--- src/rgb_to_hsv_converter_unit_macros.svh ---
// ----------------------------------------------------------------------------
// Assertion macros for the RGB to HSV converter.
// All checks are clocked on aclk and are disabled while aresetn is low.
// ----------------------------------------------------------------------------
`ifndef RGB_TO_HSV_CONVERTER_UNIT_MACROS_SVH
`define RGB_TO_HSV_CONVERTER_UNIT_MACROS_SVH

// The consequent must hold in the same cycle as the antecedent.
`define RHC_ASSERT_SAME(label, ante, cons, msg) \
    label: assert property (@(posedge aclk) disable iff (!aresetn) (ante) |-> (cons)) \
        else $error(msg);

// The consequent must hold in the cycle after the antecedent.
`define RHC_ASSERT_NEXT(label, ante, cons, msg) \
    label: assert property (@(posedge aclk) disable iff (!aresetn) (ante) |=> (cons)) \
        else $error(msg);

`endif

--- src/rhc_pkg.sv ---
// ----------------------------------------------------------------------------
// rhc_pkg
// Types, constants and the shared long-division step of the RGB to HSV
// converter.
// ----------------------------------------------------------------------------
package rhc_pkg;

    // Degrees per hue sector, and the offsets of the green and blue sectors.
    localparam logic [8:0] HUE_SECTOR_DEG = 9'd60;
    localparam logic [8:0] HUE_GREEN_OFS  = 9'd120;
    localparam logic [8:0] HUE_BLUE_OFS   = 9'd240;
    localparam logic [8:0] HUE_FULL_DEG   = 9'd360;
    localparam logic [7:0] FULL_SCALE     = 8'd255;

    // Both dividends are below 512 times their divisor, so nine quotient bits.
    localparam int DIV_STEPS = 9;

    // Input item: one RGB pixel.
    typedef struct packed {
        logic [7:0] red;
        logic [7:0] green;
        logic [7:0] blue;
    } pixel_t;

    // Result item: hue in degrees, saturation and value.
    typedef struct packed {
        logic [8:0] hue;
        logic [7:0] saturation;
        logic [7:0] brightness;
    } hsv_t;

    // One long-division lane: partial remainder, dividend bits still to
    // shift in, quotient bits so far, and the divisor.
    typedef struct packed {
        logic [7:0] divisor;
        logic [7:0] rem;
        logic [8:0] num;
        logic [8:0] quo;
    } div_lane_t;

    // Everything that travels through the divider pipeline.
    typedef struct packed {
        div_lane_t  hue_lane;
        div_lane_t  sat_lane;
        logic [7:0] brightness;
    } div_item_t;

    // One restoring division step: shift in the next dividend bit and
    // subtract the divisor where it fits. The remainder stays below the
    // divisor, so the shifted value fits in nine bits.
    function automatic div_lane_t div_lane_step(input div_lane_t lane);
        div_lane_t  res;
        logic [8:0] trial;
        trial = {lane.rem, lane.num[8]};
        res = lane;
        res.num = {lane.num[7:0], 1'b0};
        if (trial >= {1'b0, lane.divisor}) begin
            res.rem = 8'(trial - {1'b0, lane.divisor});
            res.quo = {lane.quo[7:0], 1'b1};
        end else begin
            res.rem = trial[7:0];
            res.quo = {lane.quo[7:0], 1'b0};
        end
        return res;
    endfunction

endpackage

--- src/rgb_to_hsv_converter_unit.sv ---
// ----------------------------------------------------------------------------
// rgb_to_hsv_converter_unit
// Converts one 8-bit RGB pixel per item into hue, saturation and value.
//
//   Channel  Direction  Handshake          Payload
//   s_       in         s_valid/s_ready    pixel_t: red, green, blue
//   m_       out        m_valid/m_ready    hsv_t: hue, saturation, brightness
//
// One item enters per cycle while s_ready is high. An item passes twelve
// registers: two front stages, nine divider stages (one quotient bit each)
// and the output register. The first is loaded at the accepting edge.
// Reset empties every stage. A stall at m_ready backs up stage by stage,
// so empty stages keep taking items until the pipe is full.
// ----------------------------------------------------------------------------
`include "rgb_to_hsv_converter_unit_macros.svh"

module rgb_to_hsv_converter_unit (
    input  logic            aclk,
    input  logic            aresetn,
    input  logic            s_valid,
    output logic            s_ready,
    input  rhc_pkg::pixel_t s_data,
    output logic            m_valid,
    input  logic            m_ready,
    output rhc_pkg::hsv_t   m_data
);
    import rhc_pkg::*;

    div_item_t stage_data [DIV_STEPS + 1];
    logic      stage_valid [DIV_STEPS + 1];
    logic      stage_ready [DIV_STEPS + 1];

    hsv_t      out_next;
    hsv_t      out_reg;
    logic      out_valid_reg;

    // Range and dividend stages.
    rhc_front u_front (
        .aclk      (aclk),
        .aresetn   (aresetn),
        .in_valid  (s_valid),
        .in_ready  (s_ready),
        .in_data   (s_data),
        .out_valid (stage_valid[0]),
        .out_ready (stage_ready[0]),
        .out_data  (stage_data[0])
    );

    // Divider pipeline, one quotient bit per stage.
    for (genvar i = 0; i < DIV_STEPS; i++) begin : g_div
        rhc_div_step u_step (
            .aclk      (aclk),
            .aresetn   (aresetn),
            .in_valid  (stage_valid[i]),
            .in_ready  (stage_ready[i]),
            .in_data   (stage_data[i]),
            .out_valid (stage_valid[i + 1]),
            .out_ready (stage_ready[i + 1]),
            .out_data  (stage_data[i + 1])
        );
    end

    // A zero divisor means a gray or black pixel: hue and saturation are zero.
    always_comb begin
        out_next.brightness = stage_data[DIV_STEPS].brightness;
        if (stage_data[DIV_STEPS].hue_lane.divisor == '0) begin
            out_next.hue = '0;
        end else begin
            out_next.hue = stage_data[DIV_STEPS].hue_lane.quo;
        end
        if (stage_data[DIV_STEPS].sat_lane.divisor == '0) begin
            out_next.saturation = '0;
        end else begin
            out_next.saturation = stage_data[DIV_STEPS].sat_lane.quo[7:0];
        end
    end

    // Output register.
    assign stage_ready[DIV_STEPS] = !out_valid_reg || m_ready;
    assign m_valid = out_valid_reg;
    assign m_data  = out_reg;

    always_ff @(posedge aclk) begin
        if (!aresetn) begin
            out_valid_reg <= 1'b0;
        end else if (stage_ready[DIV_STEPS]) begin
            out_valid_reg <= stage_valid[DIV_STEPS];
        end
    end

    always_ff @(posedge aclk) begin
        if (stage_valid[DIV_STEPS] && stage_ready[DIV_STEPS]) out_reg <= out_next;
    end

    // Only a held result can stop the input side.
    `RHC_ASSERT_SAME(a_stall_from_output, !s_ready, m_valid && !m_ready, "input stalled without output stall")
    // Hue stays within one turn.
    `RHC_ASSERT_SAME(a_hue_range, m_valid, m_data.hue < HUE_FULL_DEG, "hue out of range")
    // A black pixel has no saturation and no hue.
    `RHC_ASSERT_SAME(a_black_pixel, m_valid && m_data.brightness == '0, m_data.saturation == '0 && m_data.hue == '0, "black pixel with hue or saturation")
    // Zero saturation only comes from a gray pixel, whose hue is zero.
    `RHC_ASSERT_SAME(a_gray_hue, m_valid && m_data.saturation == '0, m_data.hue == '0, "gray pixel with nonzero hue")
    // With the output free, a valid last divider stage yields a result next cycle.
    `RHC_ASSERT_NEXT(a_drain, stage_valid[DIV_STEPS] && stage_ready[DIV_STEPS], m_valid, "divider output lost")

endmodule

--- src/rhc_front.sv ---
// ----------------------------------------------------------------------------
// rhc_front
// Two pipeline stages ahead of the divider: find the largest and smallest
// channel and the hue sector, then build both dividends.
// ----------------------------------------------------------------------------
module rhc_front (
    input  logic              aclk,
    input  logic              aresetn,
    input  logic              in_valid,
    output logic              in_ready,
    input  rhc_pkg::pixel_t   in_data,
    output logic              out_valid,
    input  logic              out_ready,
    output rhc_pkg::div_item_t out_data
);
    import rhc_pkg::*;

    typedef enum logic [1:0] {
        SEC_RED,
        SEC_GREEN,
        SEC_BLUE
    } sector_t;

    typedef struct packed {
        logic [7:0]        mx;
        logic [7:0]        chroma;
        sector_t           sector;
        logic signed [8:0] diff;
    } range_t;

    range_t      a_next;
    range_t      a_reg;
    logic        a_valid_reg;
    logic        a_ready;
    div_item_t   b_next;
    div_item_t   b_reg;
    logic        b_valid_reg;

    logic [7:0]         mx;
    logic [7:0]         mn;
    logic [16:0]        offset;
    logic [16:0]        full_turn;
    logic signed [18:0] hue_sum;
    logic [16:0]        hue_num;
    logic [16:0]        sat_num;

    // Stage A: largest and smallest channel, sector and channel difference.
    always_comb begin
        mx = in_data.red;
        mn = in_data.red;
        if (in_data.green > mx) mx = in_data.green;
        if (in_data.blue > mx) mx = in_data.blue;
        if (in_data.green < mn) mn = in_data.green;
        if (in_data.blue < mn) mn = in_data.blue;
        a_next.mx = mx;
        a_next.chroma = mx - mn;
        // Red wins a tie for the largest channel, then green.
        if (in_data.red == mx) begin
            a_next.sector = SEC_RED;
            a_next.diff = $signed({1'b0, in_data.green}) - $signed({1'b0, in_data.blue});
        end else if (in_data.green == mx) begin
            a_next.sector = SEC_GREEN;
            a_next.diff = $signed({1'b0, in_data.blue}) - $signed({1'b0, in_data.red});
        end else begin
            a_next.sector = SEC_BLUE;
            a_next.diff = $signed({1'b0, in_data.red}) - $signed({1'b0, in_data.green});
        end
    end

    // Stage B: hue times chroma, wrapped into one turn, and 255 times chroma.
    always_comb begin
        case (a_reg.sector)
            SEC_RED:   offset = '0;
            SEC_GREEN: offset = 17'(a_reg.chroma) * 17'(HUE_GREEN_OFS);
            SEC_BLUE:  offset = 17'(a_reg.chroma) * 17'(HUE_BLUE_OFS);
            default:   offset = '0;
        endcase
        full_turn = 17'(a_reg.chroma) * 17'(HUE_FULL_DEG);
        hue_sum = $signed({2'b00, offset})
                + 19'(a_reg.diff) * $signed({10'd0, HUE_SECTOR_DEG});
        if (hue_sum < 0) begin
            hue_sum = hue_sum + $signed({2'b00, full_turn});
        end
        hue_num = hue_sum[16:0];
        sat_num = 17'(a_reg.chroma) * 17'(FULL_SCALE);

        b_next.hue_lane.divisor = a_reg.chroma;
        b_next.hue_lane.rem     = hue_num[16:9];
        b_next.hue_lane.num     = hue_num[8:0];
        b_next.hue_lane.quo     = '0;
        b_next.sat_lane.divisor = a_reg.mx;
        b_next.sat_lane.rem     = sat_num[16:9];
        b_next.sat_lane.num     = sat_num[8:0];
        b_next.sat_lane.quo     = '0;
        b_next.brightness       = a_reg.mx;
    end

    // Each stage loads when it is empty or its content moves on.
    assign in_ready  = !a_valid_reg || a_ready;
    assign a_ready   = !b_valid_reg || out_ready;
    assign out_valid = b_valid_reg;
    assign out_data  = b_reg;

    always_ff @(posedge aclk) begin
        if (!aresetn) begin
            a_valid_reg <= 1'b0;
            b_valid_reg <= 1'b0;
        end else begin
            if (in_ready) a_valid_reg <= in_valid;
            if (a_ready) b_valid_reg <= a_valid_reg;
        end
    end

    always_ff @(posedge aclk) begin
        if (in_valid && in_ready) a_reg <= a_next;
        if (a_valid_reg && a_ready) b_reg <= b_next;
    end

endmodule

--- src/rhc_div_step.sv ---
// ----------------------------------------------------------------------------
// rhc_div_step
// One registered stage of the divider: produces one quotient bit of the hue
// and one of the saturation.
// ----------------------------------------------------------------------------
module rhc_div_step (
    input  logic               aclk,
    input  logic               aresetn,
    input  logic               in_valid,
    output logic               in_ready,
    input  rhc_pkg::div_item_t in_data,
    output logic               out_valid,
    input  logic               out_ready,
    output rhc_pkg::div_item_t out_data
);
    import rhc_pkg::*;

    div_item_t data_next;
    div_item_t data_reg;
    logic      valid_reg;

    // Both lanes advance by one bit; brightness rides along.
    always_comb begin
        data_next.hue_lane   = div_lane_step(in_data.hue_lane);
        data_next.sat_lane   = div_lane_step(in_data.sat_lane);
        data_next.brightness = in_data.brightness;
    end

    assign in_ready  = !valid_reg || out_ready;
    assign out_valid = valid_reg;
    assign out_data  = data_reg;

    always_ff @(posedge aclk) begin
        if (!aresetn) begin
            valid_reg <= 1'b0;
        end else if (in_ready) begin
            valid_reg <= in_valid;
        end
    end

    always_ff @(posedge aclk) begin
        if (in_valid && in_ready) data_reg <= data_next;
    end

endmodule

--- config.mk ---
export PLATFORM = sky130hd
export DESIGN_NAME = rgb_to_hsv_converter_unit
export DESIGN_NICKNAME = d
export VERILOG_FILES = /design/src/rhc_pkg.sv /design/src/rgb_to_hsv_converter_unit.sv /design/src/rhc_front.sv /design/src/rhc_div_step.sv
export VERILOG_INCLUDE_DIRS = /design/src /design/src/src
export SDC_FILE = /design/constraint.sdc
export NUM_CORES = 1
export LEC_CHECK = 0
export BUFFER_PORTS_ARGS = -buffer_cell sky130_fd_sc_hd__buf_2
export CELL_PAD_IN_SITES_DETAIL_PLACEMENT = 1
export CELL_PAD_IN_SITES_GLOBAL_PLACEMENT = 1
export CORE_UTILIZATION = 48
export CTS_CLUSTER_DIAMETER = 60
export DETAILED_ROUTE_END_ITERATION = 10
export MAX_ROUTING_LAYER = met4
export PLACE_DENSITY = 0.83
export SLEW_MARGIN = 20
export SYNTH_ARGS = -nofsm -noshare
export SYNTH_HDL_FRONTEND = slang
export SYNTH_SLANG_ARGS = --single-unit
--- constraint.sdc ---
create_clock -name aclk -period 5.6 [get_ports aclk]
set_clock_uncertainty 0.2 [all_clocks]
set_input_delay 0.28 -clock aclk [delete_from_list [all_inputs] [get_ports aclk]]
set_output_delay 0.28 -clock aclk [all_outputs]
set_load 0.01 [all_outputs]
==> results.tsv, run 1 <==
stage	metric	value	unit
run_status	status	finished with violations	
run_status	violations	setup timing	
routing	drt_iter0_markers	976	
cells_and_area	area_growth_syn_to_layout	16.5	%
placed_design	io_buffer_count	54	
routing	drc	0	
yosys	synth_compound_area_share	9.21	%
setup_path	path_max_fanout	4	
cells_and_area	diodes	0	
routing	drt-wirelength-per-cell	21.5	um
floorplan	die_x	254	um
yosys	synthMuxAreaShare	4.81	%
placed_design	dp.cells	3597	
setup_path	critPathLaunchType	flop	
cells_and_area	seq_area	15300	um2
yosys	synth-xor-area-share	4.51	%
sta	finalHoldViolCount	0	
flow_run	cap_violations	0	
yosys	synth_edf_count	500	
sta	timing.fmax	169	MHz
routing	ant_nets	0	
routing	wl	80.2	mm
global_routing	grt_start_max_net_pins	48	
setup_path	worstPathRequired	5.75	ns
setup_path	end_kind	flop	
clocking	insertion_delay	0.62	ns
clocking	clock_path_buffers	3	
clocking	clkTransAtPathRegs	0.06	ns
cells_and_area	fin_cells	3733	
global_routing	grtUsageTotal	26.1	%
yosys	synth_top_family_by_area	adder cells	
global_routing	grt_pass1_wl	127	mm
sta	finalSetupTns	-0.708	ns
yosys	yosys.area_share.adder	17.9	%
yosys	syn-cell-area	30500	um2
sta	min_period	5.91	ns
yosys	ys_ff_latch	512	
sta	fin_ws	-0.309	ns
yosys	yosysSeqAreaShare	50.0	%
global_routing	grt_pass1_vias	23589	
yosys	async_reset_ff_share	0	%
cells_and_area	multi_input_comb_area	14200	um2
floorplan	core	63000	um2
cells_and_area	largest_reg_flops	402	
yosys	synth_cells	2571	
global_routing	antenna_found_initial	0	
floorplan	die_area	64500	um2
yosys	synth_nets	2987	
yosys	ys_warn_count	0	
clocking	cts_buffers	55	
floorplan	rows	92	
setup_path	cp.arrival	6.06	ns
floorplan	initial_core_util	48.4	%
placed_design	place_hpwl	59.6	mm
sta	setup_viol	5	
clocking	cts_tree	yes	
sta	max_slew_margin	41.0	%
routing	via_count	20485	
sta	rsz0062_at_grt	yes	
clocking	htree_levels	2	
cells_and_area	layout-drive-gt1-share	17.0	%
sta	fin_crit_sh	106	%
setup_path	path_class	reg -> reg	
placed_design	gp_congestion	0.890	
clocking	clock_sinks	512	
floorplan	die_h	254	um
hold_path	hold_path.class	in -> reg	
sta	slew_violations	0	
floorplan	num_io_pins	55	
routing	post_drt_via_cell_ratio	5.49	
cells_and_area	layout.nets	3257	
placed_design	dpl-instance-area	33000	um2
routing	drt_first_pass_iters	5	
cells_and_area	n_fill_cell	6461	
yosys	synth_ff_type	edfxtp_1	
yosys	synth-simple-area-share	8.36	%
clocking	clock_tree.root_cell	clkbuf_16	
sta	max_slew.worst_pin.slew	0.882	ns
sta	holdWs	0.0518	ns
global_routing	grt_overflow	0	
yosys	avgSynthCellArea	11.9	um2
cells_and_area	final_area	35500	um2
yosys	yosysUniqueCellTypes	67	
[Yosys cell counts (3+ instances only)]
| cell | instances | area, um2 |
|---|---|---|
| or3_1 | 6 | 37.5 |
| a311oi_1 | 17 | 149 |
| or2_2 | 7 | 43.8 |
| o21ai_1 | 3 | 15.0 |
| inv_1 | 403 | 1510 |
| a21boi_0 | 60 | 450 |
| nand2_1 | 95 | 357 |
| o21bai_1 | 7 | 52.6 |
| o21a_1 | 19 | 143 |
| a31oi_1 | 4 | 25.0 |
| fa_1 | 80 | 1600 |
| xor2_1 | 54 | 473 |
| dfxtp_1 | 12 | 240 |
| and2_1 | 24 | 150 |
| nand4_1 | 37 | 231 |
| clkbuf_1 | 9 | 33.8 |
| nand3_1 | 20 | 100 |
| nor2b_1 | 65 | 407 |
| ha_1 | 308 | 3850 |
| nor3b_1 | 3 | 22.5 |
| buf_2 | 5 | 25.0 |
| nor2_1 | 208 | 781 |
| edfxtp_1 | 500 | 15000 |
| xnor2_1 | 100 | 876 |
| a21oi_1 | 88 | 440 |
| a22oi_1 | 11 | 82.6 |
| nor4_1 | 7 | 43.8 |
| o21ai_0 | 129 | 646 |
| nand2b_1 | 30 | 188 |
| and3_1 | 9 | 56.3 |
| nor3_1 | 11 | 55.1 |
| a21o_1 | 46 | 345 |
| o211ai_1 | 4 | 30.0 |
| a211oi_1 | 8 | 60.1 |
| or4_1 | 3 | 22.5 |
| a21oi_2 | 4 | 35.0 |
| o41ai_1 | 3 | 26.3 |
| mux2_2 | 89 | 1000 |
| o221ai_1 | 7 | 61.3 |
| mux2i_1 | 42 | 420 |
[routing by layer]
layer / GRT usage (%) / vias up / wire, um
met5: - / - / 0
met4: 12.3 / 0 / 3940
met3: 2.99 / 242 / 2250
met2: 52.0 / 390 / 46100
met1: 24.5 / 10269 / 28000
li1: - / 9584 / -
[worst max-delay path, cell delays in order, from the launching register on]
cell,delay [ns]
edfxtp_1,0.42
buf_4,0.17
ha_4,0.16
inv_1,0.08
fa_1,0.43
fa_1,0.52
inv_2,0.05
ha_4,0.26
nor2b_4,0.13
o21ai_2,0.09
a21boi_2,0.18
o21ai_2,0.10
a21boi_2,0.19
buf_4,0.13
buf_4,0.09
nor2_1,0.04
ha_1,0.37
and3_1,0.20
nand3_2,0.09
and3b_2,0.27
xnor2_4,0.15
ha_4,0.18
or3_1,0.38
o2111a_2,0.16
a311oi_2,0.29
xnor2_1,0.15
nor2_1,0.07
xnor2_1,0.13
[worst paths after layout]
kind	slack, ns	depth (start not counted)	startpoint	end
setup / recovery	-0.31	27	u_front.a_reg[1]	u_front.out_data[67]
hold / removal	0.05	3	s_data[6]	u_front.a_reg[25]
setup reg to reg	-0.31	27	u_front.a_reg[1]	u_front.out_data[67]
hold reg to reg	0.20	0	g_div[0].u_step.out_data[55]	g_div[1].u_step.out_data[56]
[final cells by class]
cell class	instances	area share (%)
sequential	512	42.9
multi-input combinational	1640	39.9
timing repair buffer	229	4.64
inverter	403	4.26
clock buffer	59	3.92
tap	846	2.98
clock inverter	44	1.39
[stage by stage]
stage,setup slack [ns],utilization [%]
finish,-0.309,56.4
CTS,-0.285,56.1
detailed placement,-0.699,52.4
floorplan,-0.0998,-
global placement,-0.375,52.4
global route,-0.564,56.4
[placed cells by master (no fill, tap or decap), types with 10 or more instances in the layout]
cell type,count
edfxtp_1,500
nor2b_1,56
o21ai_1,13
clkinv_1,12
nand2_1,95
dfxtp_1,12
a21oi_2,10
buf_2,54
nand3_1,18
nand4_1,37
a21o_1,46
a21oi_1,78
o21a_1,19
buf_4,164
nand2b_1,30
nor3_1,10
clkbuf_16,55
a22oi_1,11
a311oi_1,16
and2_1,24
mux2_2,88
a21boi_0,52
nor2_1,204
fa_1,76
clkinv_2,13
xnor2_1,97
inv_1,401
mux2i_1,42
xor2_1,51
ha_4,10
ha_1,297
o21ai_0,115
[what timing repair did]
item / CTS / global route
gates resized for setup: 52 / 30
setup buffers: 25 / 4
pin swaps: 54 / 26
cloned: 0 / 0
hold buffers: 4 / 0
endpoints found under the setup margin: 14 / 15
endpoints found under the hold margin: 12 / 0
[logic make-up (layout without fill, tap and decap cells)]
kind of cell	after synthesis	count (layout)
flops	512	512
buf+inv	419	735
xor+xnor	155	155
mux	134	134
compound gates	432	432
fa+ha+maj	388	388
simple gates	531	531
Power of run 1 is not shown: default switching activity piles up to over one toggle a cycle in this logic, so the estimate is an artifact.
==> inputs of run 2 (changes only) <==
--- a/config.mk
+++ b/config.mk
@@ -14,6 +14,7 @@
 export DETAILED_ROUTE_END_ITERATION = 10
 export MAX_ROUTING_LAYER = met4
 export PLACE_DENSITY = 0.83
+export RECOVER_POWER = 100
 export SLEW_MARGIN = 20
 export SYNTH_ARGS = -nofsm -noshare
 export SYNTH_HDL_FRONTEND = slang
==> run 2 against run 1 <==
The flow still finishes with violations (setup timing); utilization is essentially flat; wire length barely moved; critical path depth unchanged; register-to-register slack about the same; non-clock buffer count did not move; global-route usage is the same; count of clock-buffer cells in the layout unchanged; setup slack is essentially flat; critical path type unchanged.
==> results.tsv, run 2 (synthesized netlist as in run 1, its figures left out) <==
stage	metric	value	unit	change
run_status	status	finished with violations		unchanged
run_status	violations	setup timing		unchanged
sta	holdWs	0.0527	ns	was 0.0518 ns
floorplan	rows	92		unchanged
floorplan	die_h	254	um	unchanged
cells_and_area	final_area	35500	um2	about the same
cells_and_area	seq_area	15300	um2	unchanged
clocking	clock_tree.root_cell	clkbuf_16		unchanged
routing	drt-wirelength-per-cell	21.5	um	about the same
setup_path	r2r-start	u_front.a_reg[1]		unchanged
global_routing	grt_start_max_net_pins	48		unchanged
clocking	insertion_delay	0.62	ns	about the same
sta	fin_ws	-0.309	ns	about the same
setup_path	reg2reg_slack	-0.31	ns	about the same
routing	drt_first_pass_iters	5		unchanged
setup_path	cp.arrival	6.06	ns	about the same
setup_path	end_kind	flop		unchanged
setup_path	path_class	reg -> reg		unchanged
sta	timing.fmax	169	MHz	about the same
hold_path	hold_path_depth	3		unchanged
clocking	htree_levels	2		unchanged
cells_and_area	mostFrequentLayoutCells	500 x edfxtp_1, 401 x inv_1, 297 x ha_1		unchanged
setup_path	r2r_end	u_front.out_data[67]		unchanged
sta	max_slew_margin	41.0	%	unchanged
setup_path	path_max_fanout	4		unchanged
placed_design	dpl-instance-area	33000	um2	unchanged
placed_design	io_buffer_count	54		unchanged
sta	finalHoldViolCount	0		unchanged
cells_and_area	n_fill_cell	6464		was 6461
setup_path	critPathLaunchType	flop		unchanged
clocking	clock_sinks	512		unchanged
placed_design	gp_congestion	0.890		unchanged
clocking	clkTransAtPathRegs	0.06	ns	about the same
cells_and_area	largest_reg_flops	402		unchanged
sta	max_slew.worst_pin.slew	0.882	ns	unchanged
routing	post_drt_via_cell_ratio	5.49		about the same
routing	wl	80.2	mm	about the same
floorplan	initial_core_util	48.4	%	unchanged
routing	drt_iter0_markers	973		was 976
hold_path	holdPathEnd	u_front.a_reg[25]		unchanged
routing	drc	0		unchanged
global_routing	grtUsageTotal	26.1	%	unchanged
global_routing	grt_overflow	0		unchanged
floorplan	core	63000	um2	unchanged
global_routing	grt_pass1_vias	23589		unchanged
sta	setup_viol	5		unchanged
hold_path	hp-start	s_data[6]		unchanged
cells_and_area	area_growth_syn_to_layout	16.4	%	was 16.5%
global_routing	grt_pass1_wl	127	mm	unchanged
floorplan	die_x	254	um	unchanged
cells_and_area	layout.nets	3257		unchanged
floorplan	die_area	64500	um2	unchanged
routing	ant_nets	0		unchanged
placed_design	place_hpwl	59.6	mm	unchanged
sta	fin_crit_sh	106	%	about the same
cells_and_area	multi_input_comb_area	14200	um2	unchanged
clocking	cts_buffers	55		unchanged
sta	min_period	5.91	ns	about the same
clocking	clock_path_buffers	3		unchanged
setup_path	reg2regPathDepth	27		unchanged
cells_and_area	final_common_cell	edfxtp_1		unchanged
setup_path	worstPathRequired	5.75	ns	about the same
cells_and_area	diodes	0		unchanged
clocking	cts_tree	yes		unchanged
floorplan	num_io_pins	55		unchanged
global_routing	antenna_found_initial	0		unchanged
sta	rsz0062_at_grt	yes		unchanged
flow_run	cap_violations	0		unchanged
hold_path	hold_path.class	in -> reg		unchanged
routing	via_count	20476		was 20485
cells_and_area	layout-drive-gt1-share	16.8	%	was 17.0%
sta	slew_violations	0		unchanged
-- run 2: through the flow --
step | util (%) | setup TNS (ns) | std cells | setup WS [ns]
final | 56.4 | -0.710 | 3733 | -0.309
after detailed placement | 52.4 | -5.66 | 3597 | -0.699
after global placement | 52.4 | -1.32 | 3597 | -0.375
after CTS | 56.1 | -0.539 | 3728 | -0.285
after global routing | 56.4 | -3.27 | 3733 | -0.564
after floorplan | - | -0.188 | 2571 | -0.0998
-- run 2: layout make-up --
cell class                      instances  share of cell area [%]
Sequential cell                       512                    43.0
Inverter                              403                    4.26
Timing Repair Buffer                  229                    4.59
Clock inverter                         44                    1.39
Multi-Input combinational cell       1640                    39.9
Tap cell                              846                    2.98
Clock buffer                           59                    3.92
-- run 2: critical path, stage by stage, from the launching register on --
cell and delay, ns:
edfxtp_1 0.42, buf_4 0.17, ha_4 0.16, inv_1 0.08, fa_1 0.43, fa_1 0.52
inv_2 0.05, ha_4 0.26, nor2b_4 0.13, o21ai_2 0.09, a21boi_2 0.18, o21ai_2 0.10
a21boi_2 0.19, buf_4 0.13, buf_4 0.09, nor2_1 0.04, ha_1 0.37, and3_1 0.20
nand3_2 0.09, and3b_2 0.27, xnor2_4 0.15, ha_4 0.18, or3_1 0.38, o2111a_2 0.16
a311oi_2 0.29, xnor2_1 0.15, nor2_1 0.07, xnor2_1 0.13
-- run 2: layer usage --
metal	global-route usage, %	routed length, um	part of all wire, %	vias to the layer above
met5	-	0	0	-
met4	12.3	3900	4.9	0
met3	2.99	2220	2.8	240
met2	52.0	46100	57	385
met1	24.5	28000	35	10265
li1	-	-	-	9586
-- run 2: how the worst max path moves through the flow --
stage / from / to / slack [ns] / cells past startpoint
detailed placement: u_front.a_reg[1] / u_front.out_data[67] / -0.70 / 26
global placement: u_front.a_reg[2] / u_front.out_data[67] / -0.38 / 28
CTS: u_front.a_reg[1] / u_front.out_data[67] / -0.28 / 27
floorplan: u_front.a_reg[12] / u_front.out_data[66] / -0.1 / 24
global route: u_front.a_reg[3] / u_front.out_data[67] / -0.56 / 25
finish: u_front.a_reg[1] / u_front.out_data[67] / -0.31 / 27
-- run 2: what timing repair did --
action,CTS,global route
resized for setup,52,30
hold endpoints to repair,12,0
setup endpoints to repair,14,15
setup buffers,25,4
pin swaps,54,26
hold buffers,4,0
Power of run 2 is left out for the same reason.
